File: src/design/pimp_pkg.sv
// package for the image message parser: phase codes, field selects, error codes
// no dependencies
package pimp_pkg;
    localparam int LengthBitsDefault = 32;
    localparam int CfgW = 27;
    localparam logic [CfgW-1:0] MaxFrameReset = 27'h4000000;

    typedef enum logic [2:0] {
        PH_TAG = 3'd0, PH_VALUE = 3'd1, PH_LEN = 3'd2,
        PH_SKIP = 3'd3, PH_PIXEL = 3'd4, PH_ERR = 3'd5
    } phase_t;

    typedef enum logic [2:0] {
        SEL_NONE = 3'd0, SEL_N_FORMAT = 3'd1, SEL_N_WIDTH = 3'd2, SEL_N_HEIGHT = 3'd3,
        SEL_T_WIDTH = 3'd4, SEL_T_HEIGHT = 3'd5, SEL_NESTED = 3'd6, SEL_PIXELS = 3'd7
    } sel_t;

    localparam logic [2:0] ERR_NONE = 3'd0;
    localparam logic [2:0] ERR_VARINT = 3'd1;
    localparam logic [2:0] ERR_WIRE = 3'd2;
    localparam logic [2:0] ERR_MISSING = 3'd3;
    localparam logic [2:0] ERR_FORMAT = 3'd4;
    localparam logic [2:0] ERR_SIZE = 3'd5;

    typedef struct packed {
        logic       start;
        logic [1:0] bpp;
    } mul_req_t;
endpackage

File: src/design/pimp_if.sv
// valid/ready channel interfaces for bytes, results and configuration
// depends on nothing
interface pimp_in_if;
    logic       valid;
    logic       ready;
    logic [7:0] payload_byte;
    logic       is_last;
    modport source (output valid, payload_byte, is_last, input ready);
    modport sink (input valid, payload_byte, is_last, output ready);
endinterface

interface pimp_out_if;
    logic        valid;
    logic        ready;
    logic        pixel_valid;
    logic [7:0]  pixel_data;
    logic        segment_first;
    logic        done_res;
    logic        decode_ok;
    logic [2:0]  error_code;
    logic [26:0] frame_width;
    logic [26:0] frame_height;
    logic [1:0]  pixel_format;
    modport source (output valid, pixel_valid, pixel_data, segment_first, done_res,
        decode_ok, error_code, frame_width, frame_height, pixel_format, input ready);
    modport sink (input valid, pixel_valid, pixel_data, segment_first, done_res,
        decode_ok, error_code, frame_width, frame_height, pixel_format, output ready);
endinterface

interface pimp_cfg_if;
    logic        valid;
    logic        ready;
    logic [26:0] max_frame_bytes;
    modport source (output valid, max_frame_bytes, input ready);
    modport sink (input valid, max_frame_bytes, output ready);
endinterface

File: src/design/pimp_mul.sv
// shift-add multiplier: width*height then times bytes per pixel
// depends on pimp_pkg
module pimp_mul
    import pimp_pkg::*;
(
    input  logic        clk,
    input  logic        rst_n,
    input  mul_req_t    req,
    input  logic [30:0] op_a,
    input  logic [30:0] op_b,
    output logic        busy,
    output logic [63:0] product
);
    logic [63:0] acc_reg, acc_next;
    logic [63:0] mcand_reg, mcand_next;
    logic [30:0] mplier_reg, mplier_next;
    logic [5:0]  cnt_reg, cnt_next;
    logic [1:0]  bpp_reg, bpp_next;

    always_comb
    begin
        acc_next    = acc_reg;
        mcand_next  = mcand_reg;
        mplier_next = mplier_reg;
        cnt_next    = cnt_reg;
        bpp_next    = bpp_reg;
        if (req.start)
        begin
            acc_next    = '0;
            mcand_next  = {33'd0, op_a};
            mplier_next = op_b;
            cnt_next    = 6'd33;
            bpp_next    = req.bpp;
        end
        else if (cnt_reg > 6'd2)
        begin
            if (mplier_reg[0])
                acc_next = acc_reg + mcand_reg;
            mcand_next  = {mcand_reg[62:0], 1'b0};
            mplier_next = {1'b0, mplier_reg[30:1]};
            cnt_next    = cnt_reg - 6'd1;
        end
        else if (cnt_reg == 6'd2)
        begin
            // times 3 or 4
            acc_next = (bpp_reg == 2'd3) ? acc_reg + {acc_reg[62:0], 1'b0}
                                         : {acc_reg[61:0], 2'b00};
            cnt_next = 6'd0;
        end
    end

    always_ff @(posedge clk or negedge rst_n)
    begin
        if (!rst_n)
            cnt_reg <= '0;
        else
            cnt_reg <= cnt_next;
    end

    always_ff @(posedge clk)
    begin
        acc_reg    <= acc_next;
        mcand_reg  <= mcand_next;
        mplier_reg <= mplier_next;
        bpp_reg    <= bpp_next;
    end

    assign busy    = cnt_reg != 6'd0;
    assign product = acc_reg;
endmodule

File: src/design/protobuf_image_message_parser_core.sv
// image message parser: one byte per item for parse
// a non-last pixel byte is shown on the output in the cycle after acceptance
// last item: the verdict goes through ST_MUL, ST_WAIT (the 31x31 shift-add multiplier runs) and ST_OUT;
// ST_WAIT is skipped when a check has already failed
// throughput: one item per cycle while the output is not stalled, except the final item of a message
// reset: async active low clears all parse state; max_frame_bytes resets to 2^26
module protobuf_image_message_parser_core
    import pimp_pkg::*;
#(
    parameter int LENGTH_BITS = LengthBitsDefault
)
(
    input  logic clk,
    input  logic rst_n,
    pimp_in_if.sink   in_ch,
    pimp_out_if.source out_ch,
    pimp_cfg_if.sink  cfg_ch
);
    typedef enum logic [3:0] {
        ST_RUN = 4'b0001, ST_MUL = 4'b0010, ST_WAIT = 4'b0100, ST_OUT = 4'b1000
    } st_t;

    st_t         st_reg, st_next;
    logic [26:0] maxf_reg;
    phase_t      ph_reg, ph_next;
    logic        nest_reg, nest_next;
    logic [63:0] acc_reg, acc_next;
    logic [3:0]  sh_reg, sh_next;
    sel_t        sel_reg, sel_next;
    logic [63:0] skip_reg, skip_next, nrem_reg, nrem_next, plen_reg, plen_next;
    logic [31:0] w_reg, w_next, h_reg, h_next, f_reg, f_next;
    logic [2:0]  err_reg, err_next;
    logic        ov_reg, ov_next;
    logic        opix_reg, opix_next, ofirst_reg, ofirst_next, odone_reg, odone_next;
    logic        ook_reg, ook_next;
    logic [2:0]  oerr_reg, oerr_next;
    logic [7:0]  odata_reg, odata_next;
    logic [26:0] ow_reg, ow_next, oh_reg, oh_next;
    logic [1:0]  of_reg, of_next;

    mul_req_t    mreq;
    logic        mbusy;
    logic [63:0] mprod;

    pimp_mul u_mul (
        .clk(clk), .rst_n(rst_n), .req(mreq), .op_a(w_reg[30:0]), .op_b(h_reg[30:0]),
        .busy(mbusy), .product(mprod)
    );

    logic        acc_in;
    logic [7:0]  b;
    logic [63:0] v, tag_field;
    logic [63:0] len_mask;
    logic [2:0]  wire_t;
    logic        vdone, pix, first, out_free;
    logic [2:0]  pre_err;

    assign len_mask = (LENGTH_BITS >= 64) ? '1 : ((64'd1 << LENGTH_BITS) - 64'd1);
    assign out_free = !ov_reg || out_ch.ready;
    assign in_ch.ready = (st_reg == ST_RUN) && out_free;
    assign acc_in = in_ch.valid && in_ch.ready;
    assign cfg_ch.ready = 1'b1;
    assign b = in_ch.payload_byte;

    always_ff @(posedge clk or negedge rst_n)
    begin
        if (!rst_n)
            maxf_reg <= MaxFrameReset;
        else if (cfg_ch.valid)
            maxf_reg <= cfg_ch.max_frame_bytes;
    end

    always_comb
    begin
        st_next = st_reg; ph_next = ph_reg; nest_next = nest_reg; acc_next = acc_reg;
        sh_next = sh_reg; sel_next = sel_reg; skip_next = skip_reg; nrem_next = nrem_reg;
        plen_next = plen_reg; w_next = w_reg; h_next = h_reg; f_next = f_reg;
        err_next = err_reg; ov_next = ov_reg;
        opix_next = opix_reg; ofirst_next = ofirst_reg; odone_next = odone_reg;
        ook_next = ook_reg; oerr_next = oerr_reg; odata_next = odata_reg;
        ow_next = ow_reg; oh_next = oh_reg; of_next = of_reg;
        mreq = '0;
        mreq.bpp = (f_reg == 32'd2) ? 2'd3 : 2'd0;
        pix = 1'b0; first = 1'b0; vdone = 1'b0;
        v = acc_reg | ({57'd0, b[6:0]} << ((7 * sh_reg) & 63));
        tag_field = v >> 3;
        wire_t = v[2:0];
        pre_err = ERR_NONE;
        if (out_ch.ready)
            ov_next = 1'b0;

        case (st_reg)
        ST_RUN:
        begin
            if (acc_in)
            begin
                if (ph_reg != PH_ERR)
                begin
                    if (nest_reg && nrem_reg != '0)
                        nrem_next = nrem_reg - 64'd1;
                    case (ph_reg)
                    PH_TAG, PH_VALUE, PH_LEN:
                    begin
                        acc_next = v;
                        if (!b[7])
                        begin
                            acc_next = '0;
                            sh_next = '0;
                            vdone = 1'b1;
                        end
                        else if (sh_reg == 4'd9)
                        begin
                            ph_next = PH_ERR; err_next = ERR_VARINT;
                        end
                        else
                            sh_next = sh_reg + 4'd1;
                    end
                    PH_SKIP:
                    begin
                        skip_next = skip_reg - 64'd1;
                        if (skip_reg == 64'd1) ph_next = PH_TAG;
                    end
                    PH_PIXEL:
                    begin
                        pix = 1'b1;
                        first = skip_reg == plen_reg;
                        skip_next = skip_reg - 64'd1;
                        if (skip_reg == 64'd1) ph_next = PH_TAG;
                    end
                    default:
                    begin
                        ph_next = PH_ERR; err_next = ERR_VARINT;
                    end
                    endcase
                    if (vdone)
                    begin
                        case (ph_reg)
                        PH_TAG:
                        begin
                            logic do_skip;
                            logic [63:0] sn;
                            do_skip = 1'b0; sn = '0;
                            if (nest_reg && wire_t == 3'd0 && (tag_field == 64'd1 ||
                                tag_field == 64'd3 || tag_field == 64'd4))
                            begin
                                sel_next = (tag_field == 64'd1) ? SEL_N_FORMAT :
                                           (tag_field == 64'd3) ? SEL_N_WIDTH : SEL_N_HEIGHT;
                                ph_next = PH_VALUE;
                            end
                            else if (!nest_reg && tag_field == 64'd1 && wire_t == 3'd2)
                            begin
                                sel_next = SEL_NESTED; ph_next = PH_LEN;
                            end
                            else if (!nest_reg && (tag_field == 64'd2 ||
                                     tag_field == 64'd3) && wire_t == 3'd0)
                            begin
                                sel_next = (tag_field == 64'd2) ? SEL_T_WIDTH : SEL_T_HEIGHT;
                                ph_next = PH_VALUE;
                            end
                            else if (!nest_reg && tag_field == 64'd4 && wire_t == 3'd2)
                            begin
                                sel_next = SEL_PIXELS; ph_next = PH_LEN;
                            end
                            else if (wire_t == 3'd0)
                            begin
                                sel_next = SEL_NONE; ph_next = PH_VALUE;
                            end
                            else if (wire_t == 3'd2)
                            begin
                                sel_next = SEL_NONE; ph_next = PH_LEN;
                            end
                            else if (wire_t == 3'd1 || wire_t == 3'd5)
                            begin
                                do_skip = 1'b1;
                                sn = (wire_t == 3'd1) ? 64'd8 : 64'd4;
                            end
                            else
                            begin
                                ph_next = PH_ERR; err_next = ERR_WIRE;
                            end
                            if (do_skip)
                            begin
                                if (nest_reg && sn > nrem_next)
                                begin
                                    ph_next = PH_ERR; err_next = ERR_VARINT;
                                end
                                else
                                begin
                                    skip_next = sn; ph_next = PH_SKIP;
                                end
                            end
                        end
                        PH_VALUE:
                        begin
                            ph_next = PH_TAG;
                            case (sel_reg)
                            SEL_N_FORMAT: f_next = v[31:0];
                            SEL_N_WIDTH:  w_next = v[31:0];
                            SEL_N_HEIGHT: h_next = v[31:0];
                            SEL_T_WIDTH:  if (w_reg == '0) w_next = v[31:0];
                            SEL_T_HEIGHT: if (h_reg == '0) h_next = v[31:0];
                            default: ;
                            endcase
                        end
                        default:
                        begin
                            if ((v & ~len_mask) != '0)
                            begin
                                ph_next = PH_ERR; err_next = ERR_VARINT;
                            end
                            else if (sel_reg == SEL_NESTED)
                            begin
                                ph_next = PH_TAG;
                                if (v != '0)
                                begin
                                    nest_next = 1'b1; nrem_next = v;
                                end
                            end
                            else if (sel_reg == SEL_PIXELS)
                            begin
                                plen_next = v;
                                skip_next = v;
                                ph_next = (v == '0) ? PH_TAG : PH_PIXEL;
                            end
                            else if (nest_reg && v > nrem_next)
                            begin
                                ph_next = PH_ERR; err_next = ERR_VARINT;
                            end
                            else
                            begin
                                skip_next = v;
                                ph_next = (v == '0) ? PH_TAG : PH_SKIP;
                            end
                        end
                        endcase
                    end
                    if (nest_reg && ph_next != PH_ERR && nrem_next == '0)
                    begin
                        if (ph_next == PH_TAG && sh_next == '0)
                            nest_next = 1'b0;
                        else
                        begin
                            ph_next = PH_ERR; err_next = ERR_VARINT;
                        end
                    end
                end
                opix_next = pix; ofirst_next = first;
                odata_next = pix ? b : 8'd0;
                odone_next = 1'b0; ook_next = 1'b0; oerr_next = ERR_NONE;
                ow_next = '0; oh_next = '0; of_next = '0;
                if (in_ch.is_last)
                begin
                    if (ph_next == PH_ERR) pre_err = err_next;
                    else if (ph_next != PH_TAG || sh_next != '0 || nest_next)
                        pre_err = ERR_VARINT;
                    else if (w_next == '0 || w_next[31] || h_next == '0 || h_next[31] ||
                             plen_next == '0)
                        pre_err = ERR_MISSING;
                    else if (f_next != 32'd1 && f_next != 32'd2)
                        pre_err = ERR_FORMAT;
                    else
                        pre_err = ERR_NONE;
                    ph_next = ph_next == PH_ERR ? PH_ERR : PH_TAG;
                    err_next = pre_err;
                    odone_next = 1'b1;
                    st_next = ST_MUL;
                end
                else if (pix)
                    ov_next = 1'b1;
            end
        end
        ST_MUL:
        begin
            // all holds are settled; start the product when the check is still open
            if (err_reg == ERR_NONE)
            begin
                mreq.start = 1'b1;
                st_next = ST_WAIT;
            end
            else
                st_next = ST_OUT;
        end
        ST_WAIT:
        begin
            if (!mbusy)
            begin
                if (mprod > {37'd0, maxf_reg} || mprod != plen_reg)
                    err_next = ERR_SIZE;
                st_next = ST_OUT;
            end
        end
        ST_OUT:
        begin
            if (out_free)
            begin
                ov_next = 1'b1;
                oerr_next = err_reg;
                ook_next = err_reg == ERR_NONE;
                ow_next = (err_reg == ERR_NONE) ? w_reg[26:0] : '0;
                oh_next = (err_reg == ERR_NONE) ? h_reg[26:0] : '0;
                of_next = (err_reg == ERR_NONE) ? f_reg[1:0] : '0;
                ph_next = PH_TAG; nest_next = 1'b0; acc_next = '0; sh_next = '0;
                sel_next = SEL_NONE; skip_next = '0; nrem_next = '0; plen_next = '0;
                w_next = '0; h_next = '0; f_next = 32'd1; err_next = ERR_NONE;
                st_next = ST_RUN;
            end
        end
        default: st_next = ST_RUN;
        endcase
    end

    always_ff @(posedge clk or negedge rst_n)
    begin
        if (!rst_n)
        begin
            st_reg <= ST_RUN; ph_reg <= PH_TAG; nest_reg <= 1'b0; acc_reg <= '0;
            sh_reg <= '0; sel_reg <= SEL_NONE; skip_reg <= '0; nrem_reg <= '0;
            plen_reg <= '0; w_reg <= '0; h_reg <= '0; f_reg <= 32'd1;
            err_reg <= ERR_NONE; ov_reg <= 1'b0;
        end
        else
        begin
            st_reg <= st_next; ph_reg <= ph_next; nest_reg <= nest_next;
            acc_reg <= acc_next; sh_reg <= sh_next; sel_reg <= sel_next;
            skip_reg <= skip_next; nrem_reg <= nrem_next; plen_reg <= plen_next;
            w_reg <= w_next; h_reg <= h_next; f_reg <= f_next;
            err_reg <= err_next; ov_reg <= ov_next;
        end
    end

    always_ff @(posedge clk)
    begin
        opix_reg <= opix_next; ofirst_reg <= ofirst_next; odone_reg <= odone_next;
        ook_reg <= ook_next; oerr_reg <= oerr_next; odata_reg <= odata_next;
        ow_reg <= ow_next; oh_reg <= oh_next; of_reg <= of_next;
    end

    assign out_ch.valid         = ov_reg;
    assign out_ch.pixel_valid   = opix_reg;
    assign out_ch.pixel_data    = odata_reg;
    assign out_ch.segment_first = ofirst_reg;
    assign out_ch.done_res      = odone_reg;
    assign out_ch.decode_ok     = ook_reg;
    assign out_ch.error_code    = oerr_reg;
    assign out_ch.frame_width   = ow_reg;
    assign out_ch.frame_height  = oh_reg;
    assign out_ch.pixel_format  = of_reg;
endmodule

File: src/flat_wrapper.sv
// flat-port wrapper written by rule: the top's interface ports become plain ports
module protobuf_image_message_parser_core_flat import pimp_pkg::*;
#(
    parameter int LENGTH_BITS = LengthBitsDefault
)
  (clk, rst_n, in_ch_valid, in_ch_payload_byte, in_ch_is_last, in_ch_ready, out_ch_valid, out_ch_pixel_valid, out_ch_pixel_data, out_ch_segment_first, out_ch_done_res, out_ch_decode_ok, out_ch_error_code, out_ch_frame_width, out_ch_frame_height, out_ch_pixel_format, out_ch_ready, cfg_ch_valid, cfg_ch_max_frame_bytes, cfg_ch_ready);
  pimp_in_if in_ch_i ();
  pimp_out_if out_ch_i ();
  pimp_cfg_if cfg_ch_i ();
  input  logic clk;
  input  logic rst_n;
  input wire logic [$bits(in_ch_i.valid)-1:0] in_ch_valid;
  input wire logic [$bits(in_ch_i.payload_byte)-1:0] in_ch_payload_byte;
  input wire logic [$bits(in_ch_i.is_last)-1:0] in_ch_is_last;
  output wire logic [$bits(in_ch_i.ready)-1:0] in_ch_ready;
  output wire logic [$bits(out_ch_i.valid)-1:0] out_ch_valid;
  output wire logic [$bits(out_ch_i.pixel_valid)-1:0] out_ch_pixel_valid;
  output wire logic [$bits(out_ch_i.pixel_data)-1:0] out_ch_pixel_data;
  output wire logic [$bits(out_ch_i.segment_first)-1:0] out_ch_segment_first;
  output wire logic [$bits(out_ch_i.done_res)-1:0] out_ch_done_res;
  output wire logic [$bits(out_ch_i.decode_ok)-1:0] out_ch_decode_ok;
  output wire logic [$bits(out_ch_i.error_code)-1:0] out_ch_error_code;
  output wire logic [$bits(out_ch_i.frame_width)-1:0] out_ch_frame_width;
  output wire logic [$bits(out_ch_i.frame_height)-1:0] out_ch_frame_height;
  output wire logic [$bits(out_ch_i.pixel_format)-1:0] out_ch_pixel_format;
  input wire logic [$bits(out_ch_i.ready)-1:0] out_ch_ready;
  input wire logic [$bits(cfg_ch_i.valid)-1:0] cfg_ch_valid;
  input wire logic [$bits(cfg_ch_i.max_frame_bytes)-1:0] cfg_ch_max_frame_bytes;
  output wire logic [$bits(cfg_ch_i.ready)-1:0] cfg_ch_ready;
  assign in_ch_i.valid = in_ch_valid;
  assign in_ch_i.payload_byte = in_ch_payload_byte;
  assign in_ch_i.is_last = in_ch_is_last;
  assign in_ch_ready = in_ch_i.ready;
  assign out_ch_valid = out_ch_i.valid;
  assign out_ch_pixel_valid = out_ch_i.pixel_valid;
  assign out_ch_pixel_data = out_ch_i.pixel_data;
  assign out_ch_segment_first = out_ch_i.segment_first;
  assign out_ch_done_res = out_ch_i.done_res;
  assign out_ch_decode_ok = out_ch_i.decode_ok;
  assign out_ch_error_code = out_ch_i.error_code;
  assign out_ch_frame_width = out_ch_i.frame_width;
  assign out_ch_frame_height = out_ch_i.frame_height;
  assign out_ch_pixel_format = out_ch_i.pixel_format;
  assign out_ch_i.ready = out_ch_ready;
  assign cfg_ch_i.valid = cfg_ch_valid;
  assign cfg_ch_i.max_frame_bytes = cfg_ch_max_frame_bytes;
  assign cfg_ch_ready = cfg_ch_i.ready;
  protobuf_image_message_parser_core #(.LENGTH_BITS(LENGTH_BITS)) u_core (.clk(clk), .rst_n(rst_n), .in_ch(in_ch_i), .out_ch(out_ch_i), .cfg_ch(cfg_ch_i));
endmodule
File: config.mk
export PLATFORM = sky130hd
export DESIGN_NAME = protobuf_image_message_parser_core_flat
export DESIGN_NICKNAME = d
export VERILOG_FILES = /design/src/design/pimp_pkg.sv /design/src/design/pimp_if.sv /design/src/design/pimp_mul.sv /design/src/design/protobuf_image_message_parser_core.sv /design/src/flat_wrapper.sv
export SDC_FILE = /design/constraint.sdc
export NUM_CORES = 2
export LEC_CHECK = 0
export BUFFER_PORTS_ARGS = -buffer_cell sky130_fd_sc_hd__buf_2
export CORE_AREA = 2 2 379 381
export DETAILED_ROUTE_END_ITERATION = 10
export DIE_AREA = 0 0 381 383
export SLEW_MARGIN = 20
export SYNTH_ARGS = -nofsm -noshare
export SYNTH_HDL_FRONTEND = slang
export SYNTH_SLANG_ARGS = --single-unit
File: constraint.sdc
create_clock -name clk -period 6.2 [get_ports clk]
set_clock_uncertainty 0.05 [all_clocks]
set_input_delay 0 -clock clk [delete_from_list [all_inputs] [get_ports clk]]
set_output_delay 0 -clock clk [all_outputs]
set_load 0.02 [all_outputs]
==> results.py <==
metrics = {
    "pwr": {
        "ir_drop_mv": 0.441,
        "power_density_nw_per_um2": 635,
        "leakage_nw": 23.3,
    },
    "yosys": {
        "synth_fp_nets": 5194,
        "synth-async-reset-ratio": 0.636,
        "yosysTopAreaCell": "dfrtp_1",
        "ys_types": 117,
        "synth_top_family_by_area": "simple AND/OR/NAND/NOR gates",
        "synth_compound_area_frac": 0.212,
        "synth_edf_count": 134,
        "ys_warn_count": 0,
        "synth_cells": 4893,
        "seq_area_frac_synth": 0.381,
        "synth_top_cell_area_share": 0.238,
        "synth_mux_area_frac": 0.0133,
        "synth-simple-area-share": 0.213,
        "avgSynthCellArea_um2": 8.63,
        "yosys.area_share.xor_xnor": 0.0649,
        "syn-cell-area_um2": 42200,
        "ys.flop_type": "dfrtp_1",
        "synth_area_leaders": "dfrtp_1 24%, edfxtp_1 9.5%, ha_1 7.5%",
        "ys_seq_elements": 635,
        "synthAdderAreaFrac": 0.0781,
    },
    "clocking": {
        "cts_tree": "yes",
        "insertion_delay_ns": 0.69,
        "cts_max_level": 3,
        "cts_buffers": 74,
        "clock_path_buffers": 3,
        "root_buffer": "clkbuf_16",
        "clock_sinks": 635,
        "path_clk_slew_ns": 0.06,
    },
    "global_route": {
        "grt_pass1_wl_um": 243000,
        "grt_max_degree": 165,
        "grt_antenna_before_repair": 7,
        "overflow": 0,
        "grt_pass1_vias": 38700,
        "grt_use_total": 0.215,
    },
    "finish": {
        "utilization": 0.362,
        "final_nets": 5628,
        "layout_commonest_cell": "nand2_1",
        "register_area_um2": 16100,
        "fillers": 14600,
        "layout_common_cells": "716 x nand2_1, 447 x o21ai_0, 401 x dfrtp_1",
        "area_growth_pct": 21.9,
        "multi_input_area_um2": 25100,
        "layout-drive-gt1-share": 0.145,
    },
    "critical_path": {
        "critPathSlowestCell": "fa_1",
        "cp_slowest_stage_delay_ns": 0.55,
        "critPathKind": "flip-flop to flip-flop",
        "cp_max_fo": 6,
        "required_ns": 6.70,
        "worstPathArrival_ns": 6.64,
        "cp-end-kind": "flip-flop",
        "start_kind": "flip-flop",
    },
    "route": {
        "vias": 40400,
        "post-route-drc-count": 0,
        "via_per_inst": 5.53,
        "ant_nets": 0,
        "wl_per_cell_um": 22.2,
        "wirelength_um": 162000,
        "drt-initial-drc-count": 3611,
        "dr.pass1.iters": 7,
    },
    "floorplanning": {
        "rows": 139,
        "num_io_pins": 115,
        "design.core.area_um2": 142000,
        "dieArea_um2": 146000,
        "dieHeight_um": 383,
        "fp.dieW_um": 381,
        "start_util": 0.297,
    },
    "sta": {
        "finalCritPeriodShare": 0.990,
        "timing.final.crit_period_ns": 6.14,
        "fmax_ghz": 0.163,
        "holdWs_ns": 0.163,
        "hold_viol_final": 0,
        "relSlewSlack": 0.287,
        "finalSetupViolCount": 0,
        "setup_tns_ns": 0,
        "final_max_slew_viol_count": 0,
        "tightestPinTransition_ns": 1.06,
    },
    "status": {
        "status": "finished, final reports clean",
    },
    "placement": {
        "port_buffers": 113,
        "place.gp.congestion": 0.961,
        "dpl.hpwl_um": 116000,
    },
    "hold_path": {
        "hold_path.class": "input port to flip-flop",
    },
    "job": {
        "max_cap_viol_count": 0,
    },
}
==> critical path, delay by kind of cell (launching register included) <==
kind / cells / cell delay (ns)
AOI/OAI and AO/OA: 11 / 2.02
DFF: 1 / 0.34
and+or+nand+nor: 5 / 0.97
adders and majority gates: 4 / 1.51
buffers and inverters: 9 / 1.10
==> per-layer routing <==
metal	part of all wire	vias to the layer above	track usage
li1	-	18800	-
met1	0.44	19700	0.287
met2	0.45	1485	0.341
met3	0.068	338	0.0390
met4	0.044	8	0.0870
met5	0.00040	-	0
==> logic make-up after synthesis <==
| logic type | Yosys count |
|---|---|
| and+or+nand+nor | 1821 |
| AOI/OAI and AO/OA | 1401 |
| DFF | 635 |
| buffers and inverters | 411 |
| xor gates and xnor gates | 313 |
| adders and majority gates | 260 |
| muxes | 51 |
| other | 1 |
==> timing repair <==
item / 4_1_cts / 5_1_grt
pin swaps: 0 / 28
resized for setup: 10 / 68
setup endpoints to repair: 5 / 41
hold buffers: 116 / 0
hold endpoints to repair: 153 / 0
buffers inserted: 0 / 17
==> per-stage QoR <==
stage	total power, W	cells	setup slack (ns)	area, um^2
global route	0.0347	7292	-0.0617	51500
floorplan	0.0191	4893	0.0436	42300
detailed placement	0.0266	7021	-0.190	47200
global placement	0.0265	7021	-0.0762	47200
finish	0.0327	7296	0.0648	51500
CTS	0.0317	7275	0.00461	51000
==> layout make-up <==
type / count / area share
multi-input cells: 3847 / 0.487
clock buffers: 96 / 0.0399
inverters: 163 / 0.0121
clock inverters: 42 / 0.0109
well taps: 1903 / 0.0463
repair buffers: 606 / 0.0916
flip-flops and latches: 635 / 0.312
diodes: 4 / 0.000194
==> worst paths after layout <==
check	startpoint	to	slack (ns)	depth (start not counted)
worst max-delay path	u_core.sh_reg[0]$_DFFE_PN0P_	u_core.err_reg[0]$_DFFE_PN0P_	0.06	29
worst min-delay path	in_ch_payload_byte[2]	u_core.out_ch.pixel_data[2]$_SDFFCE_PN0P_	0.16	3
worst max register to register	u_core.sh_reg[0]$_DFFE_PN0P_	u_core.err_reg[0]$_DFFE_PN0P_	0.06	29
worst min register to register	u_core.u_mul.mcand_reg[63]$_SDFFE_PP0P_	u_core.u_mul.mcand_reg[63]$_SDFFE_PP0P_	0.42	2
max in group asynchronous	rst_n	u_core.acc_reg[10]$_DFFE_PN0P_	4.35	4
min in group asynchronous	rst_n	u_core.skip_reg[27]$_DFFE_PN0P_	0.40	3
==> report_power, final <==
group,switching [W],internal (W)
combinational,0.0129,0.00826
clock,0.00201,0.00279
sequential,0.00127,0.00540
total,0.0162,0.0165
==> synth_stat cells, types with 35 or more instances <==
cell,n
nor2_1,273
o31ai_1,43
dfxtp_1,97
a21oi_1,311
and3_1,84
a22o_1,49
xnor2_1,179
a21o_1,117
nor2b_1,42
nor4_1,123
inv_1,160
a31oi_1,38
and2_1,63
clkbuf_1,217
ha_1,254
or4_1,35
dfrtp_1,401
xor2_1,134
nand4_1,83
nor3_1,108
mux2i_1,37
a211oi_1,55
nand2_1,721
nand2b_1,42
or3_1,42
o21ai_0,452
nand3_1,97
edfxtp_1,134
(Power assumes the default switching activity.)
